===== config.mk =====
export PLATFORM = sky130hd
export DESIGN_NAME = cor_div
export DESIGN_NICKNAME = d
export VERILOG_FILES = /design/src/hw/rtl/cor_div.sv
export SDC_FILE = /design/constraint.sdc
export NUM_CORES = 1
export LEC_CHECK = 0
export ABC_AREA = 1
export BUFFER_PORTS_ARGS = -buffer_cell sky130_fd_sc_hd__clkbuf_2
export CAP_MARGIN = 10
export CORE_AREA = 2 2 116 118
export CTS_BUF_LIST = sky130_fd_sc_hd__clkbuf_2 sky130_fd_sc_hd__clkbuf_4 sky130_fd_sc_hd__clkbuf_8
export DETAILED_ROUTE_END_ITERATION = 8
export DIE_AREA = 0 0 118 120
export PLACE_DENSITY = 0.74
export SLEW_MARGIN = 20
export SYNTH_ARGS = -nofsm -noshare
export SYNTH_HDL_FRONTEND = slang
export SYNTH_SLANG_ARGS = --single-unit

===== constraint.sdc =====
create_clock -name clk_i -period 1.92 [get_ports clk_i]
set_clock_uncertainty 0.1 [all_clocks]
set_input_delay 0.384 -clock clk_i [delete_from_list [all_inputs] [get_ports clk_i]]
set_output_delay 0.384 -clock clk_i [all_outputs]
set_load 0.01 [all_outputs]

===== src/hw/rtl/cor_div.sv =====
// ----------------------------------------------------------------------------
// cor_div
// Pipelined restoring divider over several lanes, one quotient bit per
// stage, with a shared side payload and valid bit.
// ----------------------------------------------------------------------------
`default_nettype none

module cor_div #(
  parameter int LANES  = 1,
  parameter int NUM_W  = 8,
  parameter int DEN_W  = 8,
  parameter int QUO_W  = 8,
  parameter int SIDE_W = 1
) (
  input  wire logic                        clk_i,
  input  wire logic                        rst_ni,
  input  wire logic                        en_i,
  input  wire logic                        valid_i,
  input  wire logic [LANES-1:0][NUM_W-1:0] num_i,
  input  wire logic [LANES-1:0][DEN_W-1:0] den_i,
  input  wire logic [SIDE_W-1:0]           side_i,
  output logic                             valid_o,
  output logic      [LANES-1:0][QUO_W-1:0] quo_o,
  output logic      [SIDE_W-1:0]           side_o
);

  logic                        vld_q  [QUO_W];
  logic [LANES-1:0][NUM_W-1:0] rem_q  [QUO_W];
  logic [LANES-1:0][DEN_W-1:0] den_q  [QUO_W];
  logic [LANES-1:0][QUO_W-1:0] quo_q  [QUO_W];
  logic [SIDE_W-1:0]           side_q [QUO_W];

  for (genvar k = 0; k < QUO_W; k++) begin : g_stage
    localparam int B = QUO_W - 1 - k;
    logic                        vld_in;
    logic [LANES-1:0][NUM_W-1:0] rem_in, rem_n;
    logic [LANES-1:0][DEN_W-1:0] den_in;
    logic [LANES-1:0][QUO_W-1:0] quo_in, quo_n;
    logic [SIDE_W-1:0]           side_in;

    if (k == 0) begin : g_first
      assign vld_in  = valid_i;
      assign rem_in  = num_i;
      assign den_in  = den_i;
      assign quo_in  = '0;
      assign side_in = side_i;
    end else begin : g_next
      assign vld_in  = vld_q[k-1];
      assign rem_in  = rem_q[k-1];
      assign den_in  = den_q[k-1];
      assign quo_in  = quo_q[k-1];
      assign side_in = side_q[k-1];
    end

    always_comb begin
      rem_n = rem_in;
      quo_n = quo_in;
      for (int l = 0; l < LANES; l++) begin
        if ((rem_in[l] >> B) >= NUM_W'(den_in[l])) begin
          rem_n[l] = rem_in[l] - (NUM_W'(den_in[l]) << B);
          quo_n[l] = quo_in[l] | (QUO_W'(1) << B);
        end
      end
    end

    always_ff @(posedge clk_i or negedge rst_ni) begin
      if (!rst_ni) begin
        vld_q[k] <= 1'b0;
      end else if (en_i) begin
        vld_q[k] <= vld_in;
      end
    end

    always_ff @(posedge clk_i) begin
      if (en_i) begin
        rem_q[k]  <= rem_n;
        den_q[k]  <= den_in;
        quo_q[k]  <= quo_n;
        side_q[k] <= side_in;
      end
    end
  end

  assign valid_o = vld_q[QUO_W-1];
  assign quo_o   = quo_q[QUO_W-1];
  assign side_o  = side_q[QUO_W-1];

endmodule

`default_nettype wire


==> results of run 1 <==
[per-layer routing]
metal	global-route usage, %	part of all wire, %
met1	15.1	37
met2	30.8	57
met3	5.04	3.3
met4	7.98	3.1
met5	0	0
[Yosys cell counts, types with 2 or more instances]
cell,number,area (um^2)
a21oi_1,16,80.1
dfrtp_1,8,200
edfxtp_1,156,4680
fa_1,6,120
ha_1,36,450
inv_1,86,323
nand2_1,111,417
nand2_2,2,12.5
nand3_1,19,95.1
nand3_2,3,30.0
nand3b_1,4,30.0
nand4_1,11,68.8
nor2_1,30,113
nor2_2,2,12.5
nor3_1,2,10.0
o21ai_0,14,70.1
o21ai_2,5,43.8
o21bai_1,2,15.0
xnor2_1,5,43.8
xor2_1,3,26.3
[power groups by stage]
stage	clock (mW)	combinational [mW]	sequential [mW]
2_1_floorplan	0	0.501	4.37
3_3_place_gp	0	0.739	4.39
3_5_place_dp	0	0.780	4.40
4_1_cts	2.83	0.842	4.32
5_1_grt	2.96	1.03	4.35
6_report	2.77	0.910	4.32
[flip-flops by register name, indices dropped and copies added (netlist names)]
| name | flops |
|---|---|
| den_q | 56 |
| rem_q | 56 |
| quo_q | 36 |
| side_q | 8 |
| g_stage.vld_in | 7 |
| valid_o | 1 |
[worst register-to-register path: cells and delay by family (launching register included)]
family / cells / cell delay (ns)
XOR/XNOR: 1 / 0.11
adder cells (fa/ha/maj): 2 / 0.56
flip-flops: 1 / 0.41
AND/OR/NAND/NOR: 5 / 0.31
buffers and inverters: 2 / 0.20
[through the flow]
| step | std cells | util (%) |
|---|---|---|
| after detailed placement | 756 | 57.8 |
| after global routing | 814 | 64.4 |
| after CTS | 809 | 63.3 |
| after floorplan | 532 | - |
| final | 814 | 64.4 |
| after global placement | 756 | 57.8 |
[cell type report]
class	instances	area [um^2]
tap	176	220
clock buffer	18	241
clock inverter	14	208
sequential	164	4880
inverter	86	323
multi-input combinational	282	1920
fill	953	4620
timing repair buffer	74	566
[path summary, 6_finish.rpt]
| path | start | end | slack (ns) | depth (start not counted) |
|---|---|---|---|---|
| setup reg to reg | den_q[5][0] | rem_q[3][5] | -0.02 | 10 |
| hold / removal | num_i[0] | rem_q[0][0] | 0.03 | 1 |
| min in group asynchronous | rst_ni | g_stage[3].vld_in | 0.21 | 2 |
| hold reg to reg | quo_q[5][6] | quo_q[6][6] | 0.32 | 0 |
| setup / recovery | den_q[5][0] | rem_q[3][5] | -0.02 | 10 |
| max in group asynchronous | rst_ni | valid_o | 1.34 | 2 |
[cell usage in the layout (no fill, tap or decap), types with 13 or more instances in the layout]
cell type,Yosys,routed
a21oi_1,16,16
buf_4,0,25
clkbuf_2,0,29
clkbuf_8,0,17
dlygate4sd3_1,0,15
edfxtp_1,156,156
ha_1,36,32
inv_1,86,85
nand2_1,111,97
nand2_2,2,14
nand3_1,19,13
nor2_1,30,29
[logic make-up (layout without fill, tap and decap cells)]
family	after synthesis	after routing	synth area share, %
simple gates	190	192	12.1
flops	164	164	70.3
buf+inv	88	192	4.86
fa+ha+maj	42	42	8.21
compound gates	40	40	3.51
xor+xnor	8	8	1.01
[what timing repair did]
action / 4_1_cts / 5_1_grt
pin swaps: 8 / 11
hold endpoints to repair: 22 / 0
endpoints found under the setup margin: 22 / 28
setup buffers: 5 / 4
gates resized for setup: 19 / 27
cloned: 1 / 1
hold buffers: 15 / 0
==> impl_metrics.tcl, run 1 <==
set metrics [dict create \
    status "complete, but fails checks" \
    failed_checks "setup timing" \
    synth_warnings 0 \
    pin_count 31 \
    slew_viol_final 0 \
    vias 4046 \
    dieHeight_um 120 \
    p_sw_mw 1.84 \
    setup_tns_ns -0.0430 \
    hold_violations 0 \
    grt_pass1_wl_mm 17.5 \
    cellPowerDensity_nw_per_um2 957 \
    drt-initial-drc-count 224 \
    clock_power_share_pct 34.7 \
    cpMaxStageDelayCell "edfxtp_1" \
    setup_violations 4 \
    critPathMostFrequentCell "nand2_2" \
    synthFlopType "edfxtp_1" \
    worst_hold_slack_ns 0.0283 \
    cts_buffer_depth 2 \
    syn_nets 595 \
    seq_power_share_pct 54.0 \
    combPwrFrac_pct 11.4 \
    clock-sinks 164 \
    power_mw 8.00 \
    cp_data_required_time_ns 2.03 \
    coreArea_um2 13000 \
    synth-edff-count 156 \
    dieArea_um2 14200 \
    clk_latency_ns 0.45 \
    overflow 0 \
    synth_cell_type_count 31 \
    post_synth.cell_area_avg_um2 13.1 \
    rsz0062_at_grt "true" \
    cts-buffers-inserted 17 \
    crit_arrival_ns 2.05 \
    cts_tree "built" \
    grt_pass1_vias 4141 \
    routed_wl_mm 10.6 \
    portBuffers 30 \
    relSlewSlack_pct 70.1 \
    design_area_um2 8360 \
    fmax_ghz 0.516 \
    min_period_over_period_pct 101 \
    ys_seq_area_share_pct 70.3 \
    ant_nets 0 \
    synthArstFlopShare_pct 4.88 \
    swShare_pct 23.0 \
    worst-setup-path-type "reg -> reg" \
    routedWlPerCell_um 13.1 \
    hpwl_mm 7.13 \
    final.min_clock_period_ns 1.94 \
    fp.dieW_um 118 \
    grt_max_degree 35 \
    setup_slack_ns -0.0168 \
    antenna_found_initial 0 \
    end_kind "flip-flop" \
    crit_family "adder cells" \
    yosys_register_bits 164 \
    antenna_cells 0 \
    synthesis.area_um2 6950 \
    p_leak_nw 3.58 \
    hold_path_class "in -> reg" \
    start_util_pct 53.5 \
    area_growth_pct 20.4 \
    rows 42 \
    max_cap_viol_count 0 \
    place_ws_ns -0.141 \
    grt.total_usage_pct 16.0 \
    clkSlewWorstSetupHoldPaths_ns 0.08 \
    crit_buf_inv 2 \
    routabilityCongestion 0.926 \
    nNetsFinal 688 \
    max_stage_delay_ns 0.41 \
    worstMarginPinSlew_ns 0.444 \
    p_int_mw 6.16 \
    htree_levels 4 \
    cts_root_buffer "clkbuf_8" \
    drive_gt1_share_pct 22.6 \
    path_cells "ha_2 > fa_2 > inv_2 > nand2_2 > nand2_2 > nand2_2 > buf_6 > xnor2_2 > nand2_1 > nand2_1" \
    drt_first_pass_iters 4 \
    syn_inst 532 \
    cp-start-kind "flip-flop" \
    critPathMaxFanout 2 \
    placed_area_um2 7500 \
    irDropWorstVdd_uv 712 \
    route.detailed.drc 0 \
    vias_per_cell 4.97 \
]
No activity file was read; power rests on OpenSTA's default activity.
==> inputs of run 2 (changes only) <==
REMOVE_ABC_BUFFERS = 1   (was not set)
==> impl_metrics.tcl, run 2 (synthesis gave the netlist of run 1 again) <==
set metrics [dict create \
    status "complete, no violations" \
    rr_worst_depth 7 \
    crit_buf_inv 0 \
    place_ws_ns -0.142 \
    rr_startpoint "den_q[4][0]" \
    critPathMaxFanout 6 \
    fillers 963 \
    grt_pass1_wl_mm 17.6 \
    hpwl_mm 7.45 \
    relSlewSlack_pct 77.2 \
    hold_path_depth 1 \
    coreArea_um2 13000 \
    dieArea_um2 14200 \
    fp.dieW_um 118 \
    hold_end "den_q[0][0]" \
    cellPowerDensity_nw_per_um2 906 \
    cts-buffers-inserted 17 \
    design_area_um2 8300 \
    grt_pass1_vias 4083 \
    antenna_cells 0 \
    layout_commonest_cell "edfxtp_1" \
    routedWlPerCell_um 12.9 \
    hold_violations 0 \
    swShare_pct 24.7 \
    grt_max_degree 36 \
    setup_violations 0 \
    pin_count 31 \
    dp.cells 760 \
    placed_area_um2 7540 \
    grt.total_usage_pct 16.1 \
    slew_viol_final 0 \
    drt-initial-drc-count 211 \
    route.detailed.drc 0 \
    portBuffers 30 \
    cp_data_required_time_ns 2.02 \
    min-delay-start "den_i[0]" \
    worst_hold_slack_ns 0.0515 \
    vias_per_cell 4.90 \
    irDropWorstVdd_uv 699 \
    worstMarginPinSlew_ns 0.342 \
    reg_top3 "den_q: 56 flops, rem_q: 56 flops, quo_q: 36 flops" \
    nNetsFinal 694 \
    max_cap_viol_count 0 \
    final.min_clock_period_ns 1.90 \
    setup_tns_ns 0 \
    final_cell_mix "edfxtp_1 (156), nand2_1 (101), inv_1 (85)" \
    antenna_found_initial 0 \
    cts_buffer_depth 2 \
    cpMaxStageDelayCell "edfxtp_1" \
    r2r_slack_ns 0.02 \
    drt_first_pass_iters 4 \
    stdcell_count 820 \
    routabilityCongestion 0.865 \
    ant_nets 0 \
    area_growth_pct 19.5 \
    overflow 0 \
    clkSlewWorstSetupHoldPaths_ns 0.08 \
    p_int_mw 5.67 \
    path_cells "ha_2 > fa_2 > nand3b_1 > nand2_1 > nand2_2 > nand3_4 > o21ai_2" \
    seq_power_share_pct 57.4 \
    end_kind "flip-flop" \
    worst-setup-path-type "reg -> reg" \
    cp-start-kind "flip-flop" \
    cts_root_buffer "clkbuf_8" \
    r2r_end "rem_q[2][10]" \
    p_sw_mw 1.86 \
    routed_wl_mm 10.6 \
    rows 42 \
    crit_family "adder cells" \
    clock_power_share_pct 30.5 \
    dieHeight_um 120 \
    fmax_ghz 0.525 \
    min_period_over_period_pct 99.1 \
    start_util_pct 53.5 \
    hold_path_class "in -> reg" \
    clk_latency_ns 0.44 \
    max_stage_delay_ns 0.42 \
    htree_levels 4 \
    clock-sinks 164 \
    p_leak_nw 3.57 \
    drive_gt1_share_pct 23.0 \
    combPwrFrac_pct 12.1 \
    cts_tree "built" \
    setup_slack_ns 0.0168 \
    vias 4021 \
    rsz0062_at_grt "true" \
    crit_arrival_ns 2.01 \
]
[run 2: repair_timing]
| item | 4_1_cts | 5_1_grt |
|---|---|---|
| hold buffers | 14 | 1 |
| cloned | 1 | 0 |
| pin swaps | 9 | 8 |
| endpoints found under the setup margin | 22 | 28 |
| setup buffers | 5 | 7 |
| hold endpoints to repair | 21 | 1 |
| gates resized for setup | 14 | 26 |
[run 2: power by group through the flow]
stage | Combinational [mW] | Sequential, mW | Clock, mW
after floorplan | 0.496 | 4.37 | 0
after global placement | 0.755 | 4.39 | 0
after detailed placement | 0.796 | 4.40 | 0
after CTS | 0.847 | 4.32 | 2.37
after global routing | 1.03 | 4.35 | 2.51
final | 0.908 | 4.32 | 2.29
[run 2: stage by stage]
| stage | power, mW | util, % |
|---|---|---|
| final | 7.52 | 63.9 |
| after global routing | 7.89 | 63.9 |
| after CTS | 7.54 | 62.7 |
| after detailed placement | 5.20 | 58.1 |
| after global placement | 5.14 | 58.1 |
| after floorplan | 4.87 | - |
[run 2: worst reg2reg max path, stage by stage, from the launching register on]
cell      delay (ns)
edfxtp_1        0.42
ha_2            0.22
fa_2            0.34
nand3b_1        0.19
nand2_1         0.11
nand2_2         0.10
nand3_4         0.12
o21ai_2         0.07
[run 2: how the worst max path moves through the flow]
stage                           start            to  slack [ns]  depth (start not counted)
after floorplan           den_q[4][0]  rem_q[2][10]        0.02                          7
after global placement    den_q[5][0]   rem_q[3][7]       -0.03                         10
after detailed placement  den_q[4][0]  rem_q[2][10]       -0.14                          7
after CTS                 den_q[3][0]   rem_q[2][3]      -0.001                          7
after global routing      den_q[4][0]  rem_q[2][11]       -0.08                          8
final                     den_q[4][0]  rem_q[2][10]        0.02                          7
[run 2: layout make-up]
type / count / area, um^2 / area share [%]
timing repair buffer: 81 / 631 / 7.60
inverter: 86 / 323 / 3.89
sequential: 164 / 4880 / 58.8
clock buffer: 18 / 241 / 2.91
multi-input combinational: 281 / 1870 / 22.5
clock inverter: 14 / 130 / 1.57
tap: 176 / 220 / 2.65
[run 2: per-layer routing]
layer	vias up	GRT usage (%)	part of all wire (%)
li1	2021	-	-
met1	1923	15.9	38
met2	61	31.6	58
met3	16	4.56	3.0
met4	0	6.10	1.5
met5	-	0	0
==> inputs of run 3 (changes only) <==
CORE_AREA = 2 2 114 116   (was 2 2 116 118)
DIE_AREA = 0 0 116 118   (was 0 0 118 120)
PLACE_DENSITY = 0.76   (was 0.74)
==> impl_metrics.tcl, run 3 (synthesis gave the netlist of run 1 again) <==
set metrics [dict create \
    status "complete, but fails checks" \
    failed_checks "setup timing" \
    setup_violations 2 \
    reg_top3 "den_q: 56 flops, rem_q: 56 flops, quo_q: 36 flops" \
    final.min_clock_period_ns 1.93 \
    hold_violations 0 \
    pin_count 31 \
    routed_wl_mm 10.9 \
    start_util_pct 56.0 \
    antenna_cells 0 \
    htree_levels 4 \
    crit_arrival_ns 2.04 \
    fmax_ghz 0.519 \
    drt-initial-drc-count 197 \
    slew_viol_final 0 \
    rows 41 \
    grt_max_degree 37 \
    path_cells "ha_2 > fa_2 > inv_2 > nand2_2 > nand2_2 > nand2_2 > o21ai_2 > nand2_2 > nand3_1 > nand2_1" \
    grt.total_usage_pct 17.3 \
    portBuffers 30 \
    cellPowerDensity_nw_per_um2 944 \
    rsz0062_at_grt "true" \
    cp-start-kind "flip-flop" \
    post-route-util_pct 66.3 \
    hold_path_class "in -> reg" \
    worst_hold_slack_ns 0.0473 \
    fp.dieW_um 116 \
    overflow 0 \
    cp_data_required_time_ns 2.03 \
    hpwl_mm 7.39 \
    worstMarginPinSlew_ns 0.366 \
    ant_nets 0 \
    drive_gt1_share_pct 19.7 \
    dieHeight_um 118 \
    max_cap_viol_count 0 \
    routabilityCongestion 0.966 \
    grt_pass1_wl_mm 17.7 \
    area_growth_pct 18.5 \
    vias_per_cell 4.99 \
    grt_pass1_vias 4239 \
    clk_latency_ns 0.45 \
    route.detailed.drc 0 \
    cts-buffers-inserted 17 \
    cts_root_buffer "clkbuf_8" \
    vias 4025 \
    drt_first_pass_iters 5 \
    nNetsFinal 684 \
    worst-setup-path-type "reg -> reg" \
    critPathMostFrequentCell "nand2_2" \
    p_leak_nw 3.54 \
    coreArea_um2 12400 \
    relSlewSlack_pct 75.6 \
    dieArea_um2 13700 \
    max_stage_delay_ns 0.40 \
    final_cell_mix "edfxtp_1 (156), nand2_1 (100), inv_1 (85)" \
    layout_commonest_cell "edfxtp_1" \
    antenna_found_initial 0 \
    clock-sinks 164 \
    critPathMaxFanout 5 \
    min_period_over_period_pct 100 \
    cpMaxStageDelayCell "edfxtp_1" \
    cts_tree "built" \
    clkSlewWorstSetupHoldPaths_ns 0.08 \
    end_kind "flip-flop" \
    cts_buffer_depth 2 \
    irDropWorstVdd_uv 696 \
    routedWlPerCell_um 13.5 \
    setup_slack_ns -0.00818 \
]
-- run 3: layout make-up --
cell class | count | area [um^2]
repair buffers | 70 | 551
fillers | 901 | 4180
flip-flops and latches | 164 | 4880
clock inverters | 13 | 163
multi-input cells | 282 | 1850
inverters | 86 | 323
well taps | 172 | 215
clock buffers | 19 | 249
-- run 3: metrics by stage --
step	std cells	total power [mW]	worst slack (ns)	instance area, um^2	setup TNS, ns
after floorplan	530	4.87	0.0156	6930	0
after global placement	750	5.12	-0.0430	7490	-0.379
after detailed placement	750	5.19	-0.156	7490	-1.47
after CTS	801	7.81	0.00742	8120	0
after global routing	806	8.13	-0.157	8230	-1.19
final	806	7.77	-0.00818	8230	-0.0130
-- run 3: worst max-delay path: cells and delay by family, from the launching register on --
kind,cells,cell delay [ns]
DFF,1,0.40
adders and majority gates,2,0.59
buffers and inverters,1,0.07
AOI/OAI and AO/OA,1,0.06
and+or+nand+nor,6,0.48
-- run 3: path summary, 6_finish.rpt --
| kind | startpoint | end | slack [ns] | cells past startpoint |
|---|---|---|---|---|
| min reg2reg | quo_q[6][7] | quo_q[7][7] | 0.32 | 0 |
| min in group asynchronous | rst_ni | g_stage[2].vld_in | 0.20 | 2 |
| max in group asynchronous | rst_ni | g_stage[6].vld_in | 1.35 | 2 |
| min | den_i[1] | den_q[0][1] | 0.05 | 1 |
| max | den_q[5][0] | rem_q[3][3] | -0.008 | 10 |
| max reg2reg | den_q[5][0] | rem_q[3][3] | -0.008 | 10 |
-- run 3: power breakdown --
| group | internal [mW] | leakage, nW | switching [mW] |
|---|---|---|---|
| Sequential | 4.21 | 1.63 | 0.105 |
| Combinational | 0.371 | 1.70 | 0.503 |
| Clock | 1.42 | 0.212 | 1.15 |
| Total | 6.00 | 3.54 | 1.76 |
-- run 3: repair_timing --
item,in CTS,in global routing
gates resized for setup,13,20
setup buffers,2,4
pin swaps,4,14
hold endpoints to repair,23,0
hold buffers,16,0
gates cloned,1,1
endpoints found under the setup margin,22,28
-- run 3: per-layer routing --
metal	global-route usage [%]	up-vias	wire length [um]
met1	15.6	1921	3860
met5	0	-	0
li1	-	2003	-
met4	8.56	0	250
met2	33.3	81	6430
met3	5.30	20	345
