## config.mk

```make
export PLATFORM = sky130hd
export DESIGN_NAME = cor_sqrt
export DESIGN_NICKNAME = d
export VERILOG_FILES = /design/src/hw/rtl/cor_pkg.sv /design/src/hw/rtl/cor_sqrt.sv
export SDC_FILE = /design/constraint.sdc
export NUM_CORES = 1
export LEC_CHECK = 0
export BUFFER_PORTS_ARGS = -buffer_cell sky130_fd_sc_hd__buf_2
export CAP_MARGIN = 20
export CORE_AREA = 2 2 314 316
export CTS_CLUSTER_DIAMETER = 200
export DETAILED_ROUTE_END_ITERATION = 6
export DIE_AREA = 0 0 316 318
export GPL_TIMING_DRIVEN = 0
export PLACE_DENSITY_LB_ADDON = 0.08
export SYNTH_ARGS = -nofsm -noshare
export SYNTH_HDL_FRONTEND = slang
export SYNTH_SLANG_ARGS = --single-unit
```

## constraint.sdc

```tcl
create_clock -name clk_i -period 3.28 [get_ports clk_i]
set_input_delay 0.656 -clock clk_i [delete_from_list [all_inputs] [get_ports clk_i]]
set_output_delay 0.656 -clock clk_i [all_outputs]
set_load 0.03 [all_outputs]
```

## src/hw/rtl/cor_pkg.sv

```systemverilog
// ----------------------------------------------------------------------------
// cor_pkg
// Shared widths, register codes and request/result types of the circle
// overlap resolver.
// ----------------------------------------------------------------------------
`default_nettype none

package cor_pkg;

  localparam int COORD_BITS    = 20;
  localparam int RADIUS_BITS   = 16;
  localparam int DIST_BITS     = RADIUS_BITS + 1;
  localparam int SQ_BITS       = 2 * RADIUS_BITS;
  localparam int TOT_BITS      = SQ_BITS + 1;
  localparam int RADICAND_BITS = 2 * DIST_BITS;
  localparam int EXTRA_BITS    = 8;
  localparam int MOVE_BITS     = DIST_BITS + 7;
  localparam int MASS_NUM_BITS = DIST_BITS + SQ_BITS + EXTRA_BITS - 1;
  localparam int PROD_BITS     = DIST_BITS + MOVE_BITS;
  localparam int DISP_NUM_BITS = PROD_BITS + 2;
  localparam int DISP_DEN_BITS = DIST_BITS + EXTRA_BITS + 1;
  localparam int DISP_QUO_BITS = DIST_BITS;
  localparam int EQUAL_GAIN    = 96;

  localparam int PADDR_BITS = 3;
  localparam int PDATA_BITS = 32;
  localparam logic [0:0] REG_WEIGHT_MODE = 1'b0;

  typedef struct packed {
    logic signed [COORD_BITS-1:0] first_x;
    logic signed [COORD_BITS-1:0] first_y;
    logic        [RADIUS_BITS-1:0] first_radius;
    logic signed [COORD_BITS-1:0] second_x;
    logic signed [COORD_BITS-1:0] second_y;
    logic        [RADIUS_BITS-1:0] second_radius;
  } req_t;

  typedef struct packed {
    logic signed [COORD_BITS-1:0] new_first_x;
    logic signed [COORD_BITS-1:0] new_first_y;
    logic signed [COORD_BITS-1:0] new_second_x;
    logic signed [COORD_BITS-1:0] new_second_y;
    logic                         overlapped;
    logic                         clipped;
  } rsp_t;

endpackage

`default_nettype wire

```

## src/hw/rtl/cor_sqrt.sv

```systemverilog
// ----------------------------------------------------------------------------
// cor_sqrt
// Pipelined integer square root, one result bit per stage, with a side
// payload and valid bit carried along.
// ----------------------------------------------------------------------------
`default_nettype none

module cor_sqrt #(
  parameter int RAD_W  = cor_pkg::RADICAND_BITS,
  parameter int SIDE_W = 1
) (
  input  wire logic                 clk_i,
  input  wire logic                 rst_ni,
  input  wire logic                 en_i,
  input  wire logic                 valid_i,
  input  wire logic [RAD_W-1:0]     rad_i,
  input  wire logic [SIDE_W-1:0]    side_i,
  output logic                      valid_o,
  output logic [RAD_W/2-1:0]        root_o,
  output logic [SIDE_W-1:0]         side_o
);

  localparam int ROOT_W = RAD_W / 2;

  logic                vld_q  [ROOT_W];
  logic [RAD_W-1:0]    rem_q  [ROOT_W];
  logic [ROOT_W-1:0]   root_q [ROOT_W];
  logic [SIDE_W-1:0]   side_q [ROOT_W];

  for (genvar k = 0; k < ROOT_W; k++) begin : g_stage
    localparam int B = ROOT_W - 1 - k;
    logic              vld_in;
    logic [RAD_W-1:0]  rem_in, rem_n;
    logic [ROOT_W-1:0] root_in, root_n;
    logic [SIDE_W-1:0] side_in;
    logic [RAD_W:0]    trial;

    if (k == 0) begin : g_first
      assign vld_in  = valid_i;
      assign rem_in  = rad_i;
      assign root_in = '0;
      assign side_in = side_i;
    end else begin : g_next
      assign vld_in  = vld_q[k-1];
      assign rem_in  = rem_q[k-1];
      assign root_in = root_q[k-1];
      assign side_in = side_q[k-1];
    end

    always_comb begin
      trial  = ((RAD_W+1)'(root_in) << (B + 1)) + ((RAD_W+1)'(1) << (2 * B));
      rem_n  = rem_in;
      root_n = root_in;
      if ({1'b0, rem_in} >= trial) begin
        rem_n  = rem_in - trial[RAD_W-1:0];
        root_n = root_in | (ROOT_W'(1) << B);
      end
    end

    always_ff @(posedge clk_i or negedge rst_ni) begin
      if (!rst_ni) begin
        vld_q[k] <= 1'b0;
      end else if (en_i) begin
        vld_q[k] <= vld_in;
      end
    end

    always_ff @(posedge clk_i) begin
      if (en_i) begin
        rem_q[k]  <= rem_n;
        root_q[k] <= root_n;
        side_q[k] <= side_in;
      end
    end
  end

  assign valid_o = vld_q[ROOT_W-1];
  assign root_o  = root_q[ROOT_W-1];
  assign side_o  = side_q[ROOT_W-1];

endmodule

`default_nettype wire

```

==> impl_metrics.tcl, run 1 <==
set metrics [dict create \
    status "complete, no violations" \
    vias 19883 \
    synth_edf_count 714 \
    max_cap_viol_count 0 \
    holdWs_ns 0.1572 \
    end_kind "flip-flop" \
    crit_type "flip-flop to flip-flop" \
    drt_iter0_drc 1066 \
    hp-class "input port to flip-flop" \
    num_antenna_cells 0 \
    seq_area_um2 21870 \
    worst_ir_drop_vdd_mv 0.4078 \
    dp_slack_ns -1.084 \
    globalRouteMet2Util 0.2951 \
    wl_um 71900 \
    clk_latency_ns 0.67 \
    worst_slew_pin_slew_ns 0.9223 \
    syn_area_um2 33750 \
    clockRootBuffer "clkbuf_16" \
    async_flop_share 0.02326 \
    antenna_found_initial 0 \
    synth_top_cell_area_share 0.6353 \
    clockBufferDepth 3 \
    vias_per_cell 4.909 \
    p_leak_nw 14.46 \
    routedWlPerCell_um 17.75 \
    synth-seq-area-share 0.6479 \
    synth_nets 2744 \
    relSlewSlack 0.3795 \
    initial_core_util 0.3465 \
    cp.arrival_ns 3.57 \
    nFillCells 9061 \
    syn2layout_area_growth_pct 15.58 \
    power_density_nw_per_um2 660.9 \
    fin_cells 4050 \
    synth_cell_types 79 \
    finalSetupViolCount 0 \
    die_w_um 316 \
    grt_util_met1 0.1311 \
    drive_above_1_share 0.1147 \
    cts_sinks 731 \
    fin_crit_sh 0.9641 \
    cts_tree "yes" \
    ios 58 \
    postSynthAreaPerCell_um2 13.29 \
    finalMaxSlewViolations 0 \
    grt.busiest_layer "met2" \
    drc 0 \
    ys.flop_type "edfxtp_1" \
    synthCells 2539 \
    dp_cells 3890 \
    synth_seq_cells 731 \
    cp-start-kind "flip-flop" \
    track_usage 0.1448 \
    grt_pass1_vias 21718 \
    core_area_um2 97410 \
    dp_hpwl_um 53070 \
    cts_max_level 3 \
    synthTopCellsByCount "edfxtp_1 (714), inv_1 (194), ha_1 (166), nor2_1 (160), nand2_1 (149)" \
    portBuffers 57 \
    clk_pin_slew_ns 0.05 \
    routabilityCongestion 0.8546 \
    postLayoutSetupSlackWorst_ns 0.1177 \
    grt_pass1_wl_um 113900 \
    yosys.area.top_type "edfxtp_1" \
    fin_crit_ns 3.162 \
    met3_usage 0.02446 \
    dieArea_um2 100500 \
    multi_input_area_um2 11380 \
    yosysMostFrequentCell "edfxtp_1" \
    cp_max_fo 4 \
    drt_pass1_iterations 7 \
    grt_max_degree 137 \
    required_ns 3.68 \
    synth_area_leaders "edfxtp_1 (64%), ha_1 (6.2%), xnor2_1 (3.6%)" \
    rows 115 \
    finalHoldViolCount 0 \
    finalClockSkew_ns 0.03310 \
    die_y_um 318 \
    fin_nets 2901 \
    cts_buffers 87 \
    grt_overflow 0 \
    ant_nets 0 \
    clock.fmax_ghz 0.3162 \
    yosysWarnings 0 \
]
==> stage by stage <==
step | power (mW) | utilization | area, um2 | TNS (ns)
floorplan | 15.38 | - | 33750 | 0
global placement | 16.82 | 0.3659 | 35650 | -7049.68
detailed placement | 16.74 | 0.3678 | 35830 | -57.07
CTS | 26.11 | 0.3983 | 38800 | 0
global route | 27.15 | 0.4005 | 39010 | -0.002869
finish | 25.78 | 0.4005 | 39010 | 0
==> metal layers <==
layer  vias up  routed length, um  share of wire
met1      9587              24500           0.34
li1       9795                  -              -
met4         0               3467          0.048
met2       317              41670           0.58
met3       184               2261          0.031
met5         -                  0              0
==> cells by family after synthesis <==
group	synth area share
xor gates and xnor gates	0.05657
muxes	0.01687
AOI/OAI and AO/OA	0.08015
and+or+nand+nor	0.1107
DFF	0.6479
adders and majority gates	0.06154
buffers and inverters	0.02632
==> power by group <==
part	total (mW)	internal (mW)	switching, mW
Combinational	4.17	1.84	2.33
Clock	9.12	5.28	3.84
Sequential	12.5	11.7	0.752
Total	25.8	18.9	6.92
==> final cells by class <==
| class | count | share of cell area |
|---|---|---|
| clock buffers | 113 | 0.05886 |
| well taps | 1287 | 0.04128 |
| clock inverters | 43 | 0.01091 |
| plain buffers | 31 | 0.004170 |
| repair buffers | 73 | 0.01366 |
| inverters | 195 | 0.01876 |
| multi-input cells | 1577 | 0.2918 |
| flip-flops and latches | 731 | 0.5605 |
==> worst max-delay path, stage by stage (launching register included) <==
cell and delay (ns):
edfxtp_1 0.43, ha_4 0.31, or4bb_4 0.57, nor4_4 0.30
a211oi_1 0.12, o211ai_1 0.23, a21oi_2 0.14, or4_4 0.52
o31ai_2 0.17, o21ai_0 0.11
==> final timing paths <==
path                       cells after the start  slack (ns)     startpoint                 end
min reg2reg                                    0        0.42  side_q[0][13]       side_q[0][14]
max                                            9        0.12  rem_q[0][390]       rem_q[0][433]
max in group asynchronous                      2        2.56         rst_ni   g_stage[3].vld_in
min in group asynchronous                      2        0.46         rst_ni  g_stage[14].vld_in
min                                            1        0.16      rad_i[22]        rem_q[0][22]
max reg2reg                                    9        0.12  rem_q[0][390]       rem_q[0][433]
==> cell usage in the layout, fill, tap and decap left out, types with 8 or more instances in the layout <==
| cell | instances |
|---|---|
| a211oi_1 | 9 |
| a21o_1 | 33 |
| a21oi_1 | 138 |
| and2_1 | 11 |
| and3_1 | 13 |
| buf_2 | 63 |
| buf_4 | 10 |
| clkbuf_1 | 37 |
| clkbuf_16 | 88 |
| clkbuf_2 | 8 |
| clkinv_1 | 18 |
| clkinv_2 | 14 |
| dfrtp_1 | 17 |
| edfxtp_1 | 714 |
| ha_1 | 161 |
| inv_1 | 194 |
| mux2_2 | 47 |
| nand2_1 | 149 |
| nand2b_1 | 38 |
| nand3_1 | 38 |
| nand3b_1 | 8 |
| nand4_1 | 32 |
| nand4b_1 | 9 |
| nor2_1 | 160 |
| nor2b_1 | 22 |
| nor3_1 | 60 |
| nor3b_1 | 9 |
| nor4_1 | 63 |
| nor4b_1 | 12 |
| o211ai_1 | 14 |
| o21a_1 | 45 |
| o21ai_0 | 104 |
| o21bai_1 | 8 |
| o31ai_1 | 14 |
| or3_1 | 20 |
| or4_1 | 10 |
| xnor2_1 | 139 |
| xor2_1 | 79 |
==> what timing repair did <==
item	in CTS	in global routing
resized for setup	51	35
hold endpoints to repair	17	0
setup endpoints to repair	198	76
buffers inserted	1	6
pin swaps	6	8
hold buffers	1	0
==> registers in the layout, summed over array words and instances, names as in the netlist <==
signal	count
g_stage.vld_in	16
side_q	17
root_q	153
valid_o	1
rem_q	544
(Power assumes the default switching activity.)
==> inputs of run 2 (changes only) <==
Settings changed: CELL_PAD_IN_SITES_DETAIL_PLACEMENT set to 0, CELL_PAD_IN_SITES_GLOBAL_PLACEMENT set to 1.
Clock period 3.28 ns to 2.91 ns, I/O delays scaled along.
==> run 2 against run 1 <==
Critical path type unchanged; design area rose by 5.0%; clock skew rose by 0.0028 ns; wire length rose by 3.3%; sequential power rose by 14%; the run now ends with negative setup slack left; clock-buffer cell count fell by 14; highest routed layer is now met5; largest power group unchanged; register-to-register slack got worse by 0.17 ns; final cell count rose by 2.2%; critical path depth did not move.
==> impl_metrics.tcl, run 2 (synthesized netlist as in run 1, its figures left out) <==
set metrics [dict create \
    status "finished, violations left" \
    violations "negative setup slack" \
    dp_hpwl_um 53760 \
    clk_latency_ns 0.66 \
    vias 20306 \
    cp-start-kind "flip-flop" \
    cts_tree "yes" \
    relSlewSlack 0.4944 \
    grt_pass1_vias 21056 \
    combPwrFrac 0.177 \
    cpPeakStageDelay_ns 0.54 \
    grt_overflow 0 \
    ios 58 \
    power_mw 29.95 \
    vias_per_cell 4.907 \
    p_leak_nw 15.20 \
    clockRootBuffer "clkbuf_16" \
    syn2layout_area_growth_pct 21.32 \
    clockBufferDepth 3 \
    die_w_um 316 \
    cts_sinks 731 \
    dieArea_um2 100500 \
    fin_nets 2989 \
    crit_slowest_cell "or4bb_4" \
    p_int_mw 21.84 \
    finalClockSkew_ns 0.03593 \
    crit_chain "ha_4 -> or4bb_4 -> nor4_4 -> a211oi_2 -> o211ai_1 -> a21oi_2 -> or4_4 -> o31ai_2 -> o21ai_1" \
    largest-register "rem_q" \
    antenna_found_initial 2 \
    finalMaxSlewViolations 0 \
    power_switching_mw 8.107 \
    dp_cells 3891 \
    cts_buffers 84 \
    end_kind "flip-flop" \
    cp_max_fo 2 \
    clk_pin_slew_ns 0.06 \
    crit_type "flip-flop to flip-flop" \
    reg_top3 "rem_q x544, root_q x153, side_q x17" \
    die_y_um 318 \
    postLayoutSetupSlackWorst_ns -0.05056 \
    core_area_um2 97410 \
    finalHoldViolCount 0 \
    reg2reg_from "rem_q[0][390]" \
    worst_slew_pin_slew_ns 0.7583 \
    power_frac_seq 0.476 \
    clock.fmax_ghz 0.3378 \
    initial_core_util 0.3465 \
    switching_share 0.2707 \
    drive_above_1_share 0.1968 \
    grt_setup_unrepaired "true" \
    hp-class "input port to flip-flop" \
    drt_pass1_iterations 7 \
    routedWlPerCell_um 17.95 \
    hold_start "rad_i[11]" \
    grt_pass1_wl_um 115600 \
    dp_slack_ns -1.188 \
    drt_iter0_drc 1100 \
    required_ns 3.30 \
    final_cell_mix "edfxtp_1 (714), inv_1 (189), nor2_1 (149)" \
    largest_reg_flops 544 \
    finalSetupViolCount 11 \
    rows 115 \
    ant_nets 0 \
    drc 0 \
    track_usage 0.1469 \
    startpoint "rem_q[0][390]" \
    clkPwrFrac 0.347 \
    fin_crit_ns 2.961 \
    layout_commonest_cell "edfxtp_1" \
    cts_max_level 3 \
    fin_cells 4138 \
    wl_um 74270 \
    routabilityCongestion 0.8247 \
    power_density_nw_per_um2 731.4 \
    grt_max_degree 123 \
    portBuffers 57 \
    max_cap_viol_count 0 \
    cp.arrival_ns 3.35 \
    worst_ir_drop_vdd_mv 0.4361 \
    fin_crit_sh 1.017 \
]
-- run 2: path summary, 6_finish.rpt --
path	depth (start not counted)	slack [ns]	to
min in group asynchronous	2	0.38	valid_o
min reg2reg	0	0.41	side_q[0][14]
max reg2reg	9	-0.05	rem_q[0][433]
max	9	-0.05	rem_q[0][433]
max in group asynchronous	2	2.26	g_stage[1].vld_in
min	1	0.1	rem_q[0][11]
-- run 2: repair_timing --
item | 4_1_cts | 5_1_grt
resized for setup | 187 | 137
cloned | 1 | 0
setup endpoints to repair | 229 | 195
pin swaps | 42 | 66
buffers inserted | 41 | 61
endpoints found under the hold margin | 17 | 0
hold buffers | 1 | 0
-- run 2: power by group through the flow --
stage | combinational (mW) | sequential (mW) | clock [mW]
finish | 5.31 | 14.2 | 10.4
global route | 5.92 | 14.4 | 11.2
CTS | 4.95 | 14.2 | 10.8
detailed placement | 4.54 | 14.4 | 0
global placement | 4.47 | 14.6 | 0
floorplan | 3.33 | 14.0 | 0
-- run 2: cell type report --
| cell class | count | area, um2 |
|---|---|---|
| Buffer | 28 | 236.5 |
| Sequential cell | 731 | 21870 |
| Multi-Input combinational cell | 1577 | 12450 |
| Inverter | 195 | 735.7 |
| Clock buffer | 99 | 2200 |
| Timing Repair Buffer | 167 | 1297 |
| Antenna cell | 1 | 2.502 |
| Fill cell | 8859 | 56460 |
| Clock inverter | 53 | 553.0 |
| Tap cell | 1287 | 1610 |
-- run 2: metrics by stage --
stage	hold slack, ns	TNS [ns]	area [um2]	utilization
2_1_floorplan	0.2864	0	33750	-
3_3_place_gp	0.4043	-7138.47	35650	0.3659
3_5_place_dp	0.4052	-122.31	35830	0.3679
4_1_cts	0.04141	-0.3507	39820	0.4087
5_1_grt	0.05279	-2.635	40950	0.4203
6_report	0.09782	-0.1799	40950	0.4204
-- run 2: routing by layer --
metal | global-route usage | share of wire
met3 | 0.02602 | 0.028
met5 | 0 | 0.00013
met2 | 0.2715 | 0.53
met4 | 0.05708 | 0.040
met1 | 0.1660 | 0.41
-- run 2: critical path: cells and delay by family, from the launching register on --
kind                     cells  cell delay [ns]
AO/OA/AOI/OAI                5             0.71
adder cells (fa/ha/maj)      1             0.30
flip-flops                   1             0.44
AND/OR/NAND/NOR              3             1.26
==> inputs of run 3 (changes only) <==
Settings changed: CORE_AREA 2 2 314 316 to 2 2 257 386, DIE_AREA 0 0 316 318 to 0 0 259 388, PLACE_DENSITY_LB_ADDON 0.08 to 0.1.
==> run 3 against run 2 <==
The flow still finishes with violations (negative setup slack); die area hardly changed; largest power group unchanged; highest routed layer is now met4; clock power fell by 4%; critical path depth grew 1; critical endpoint unchanged.
==> impl_metrics.tcl, run 3 (synthesized netlist as in run 1, its figures left out) <==
set metrics [dict create \
    status "finished, violations left" \
    violations "negative setup slack" \
    crit_type "flip-flop to flip-flop" \
    rows 140 \
    syn2layout_area_growth_pct 24.58 \
    cp-start-kind "flip-flop" \
    final_cell_mix "edfxtp_1 (714), inv_1 (190), nor2_1 (135)" \
    combPwrFrac 0.197 \
    max_cap_viol_count 0 \
    power_switching_mw 8.365 \
    fin_crit_sh 1.064 \
    track_usage 0.1630 \
    core_area_um2 96870 \
    cts_buffers 77 \
    relSlewSlack 0.4137 \
    antenna_found_initial 0 \
    cp.arrival_ns 3.48 \
    num_antenna_cells 0 \
    cp_max_fo 3 \
    dp_cells 3883 \
    clockBufferDepth 3 \
    dieArea_um2 100500 \
    end_kind "flip-flop" \
    clkPwrFrac 0.330 \
    worst_slew_pin_slew_ns 0.8714 \
    drc 0 \
    crit_slowest_cell "or4bb_4" \
    initial_core_util 0.3484 \
    drt_iter0_drc 782 \
    vias_per_cell 4.976 \
    p_leak_nw 15.62 \
    power_mw 30.11 \
    grt_pass1_wl_um 122700 \
    layout_commonest_cell "edfxtp_1" \
    largest-register "rem_q" \
    postLayoutSetupSlackWorst_ns -0.1852 \
    cpPeakStageDelay_ns 0.58 \
    required_ns 3.29 \
    ios 58 \
    finalMaxSlewViolations 0 \
    grt_setup_unrepaired "true" \
    routabilityCongestion 0.8980 \
    crit_chain "ha_4 -> or4bb_4 -> nor4_4 -> a211oi_2 -> o211ai_1 -> buf_4 -> a21oi_4 -> or4_4 -> o31ai_2 -> o21ai_1" \
    cts_tree "yes" \
    switching_share 0.2778 \
    power_frac_seq 0.473 \
    fin_cells 4138 \
    die_w_um 259 \
    drt_pass1_iterations 4 \
    vias 20590 \
    worst_ir_drop_vdd_mv 0.4830 \
    grt_overflow 0 \
    cts_sinks 731 \
    clockRootBuffer "clkbuf_16" \
    cts_max_level 3 \
    dp_hpwl_um 58960 \
    finalHoldViolCount 0 \
    setup_tns_ns -2.751 \
    clock.fmax_ghz 0.3231 \
    hp-class "input port to flip-flop" \
    grt_max_degree 131 \
    ant_nets 0 \
    fin_nets 3005 \
    wl_um 82090 \
    portBuffers 57 \
    finalSetupViolCount 53 \
    power_density_nw_per_um2 716.0 \
    reg_top3 "rem_q x544, root_q x153, side_q x17" \
    grt_pass1_vias 22754 \
    p_int_mw 21.74 \
    clk_latency_ns 0.66 \
    die_y_um 388 \
    finalClockSkew_ns 0.02029 \
    routedWlPerCell_um 19.84 \
    largest_reg_flops 544 \
    clk_pin_slew_ns 0.06 \
    fin_crit_ns 3.095 \
    drive_above_1_share 0.2448 \
    crit_family "simple AND/OR/NAND/NOR gates" \
    cp.buffers_inverters 1 \
]
[run 3: routing by layer]
layer | part of all wire | vias to the layer above | wire [um] | global-route usage
li1 | - | 9993 | - | -
met1 | 0.26 | 10008 | 21140 | 0.1055
met2 | 0.65 | 347 | 53310 | 0.3728
met3 | 0.024 | 242 | 1950 | 0.01987
met4 | 0.069 | 0 | 5698 | 0.1168
met5 | 0 | - | 0 | 0
[run 3: worst register-to-register path, cell delays in order (launching register included)]
cell and delay (ns):
edfxtp_1 0.43, ha_4 0.29, or4bb_4 0.58, nor4_4 0.29
a211oi_2 0.13, o211ai_1 0.11, buf_4 0.18, a21oi_4 0.06
or4_4 0.50, o31ai_2 0.18, o21ai_1 0.09
[run 3: worst paths after layout]
check,from,to,slack (ns),depth (start not counted)
worst max-delay path,rem_q[0][391],rem_q[0][433],-0.19,10
worst min-delay path,rad_i[0],rem_q[0][0],0.1,1
worst max register to register,rem_q[0][391],rem_q[0][433],-0.19,10
worst min register to register,side_q[0][4],side_q[0][5],0.42,0
max in group asynchronous,rst_ni,g_stage[5].vld_in,2.26,2
min in group asynchronous,rst_ni,valid_o,0.38,2
[run 3: through the flow]
stage               instance area (um2)  utilization  worst slack (ns)  hold WS [ns]
floorplan                         33750            -           0.02978        0.2864
global placement                  35640       0.3679            -10.28        0.4019
detailed placement                35820       0.3698            -1.971        0.4061
CTS                               41140       0.4247           -0.2193       0.03984
global route                      42050       0.4341           -0.2352       0.07149
finish                            42050       0.4341           -0.1852       0.09982
[run 3: cell type report]
type | count | area [um2]
Timing Repair Buffer | 195 | 1730
Clock inverter | 43 | 460.4
Buffer | 23 | 261.5
Inverter | 195 | 738.2
Tap cell | 1278 | 1599
Fill cell | 8734 | 54820
Sequential cell | 731 | 21870
Multi-Input combinational cell | 1577 | 13310
Clock buffer | 96 | 2079
[run 3: timing repair]
| action | CTS | global route |
|---|---|---|
| buffers inserted | 81 | 43 |
| hold buffers | 1 | 0 |
| pin swaps | 118 | 75 |
| hold endpoints to repair | 17 | 0 |
| cloned | 7 | 1 |
| gates resized for setup | 427 | 172 |
| setup endpoints to repair | 258 | 194 |
[run 3: power groups by stage]
stage                     Sequential (mW)  Clock, mW  Combinational (mW)
after floorplan                      14.0          0                3.33
after global placement               14.5          0                4.66
after detailed placement             14.3          0                4.77
after CTS                            14.2       10.3                5.58
final                                14.2       9.94                5.92
after global routing                 14.4       10.7                6.48
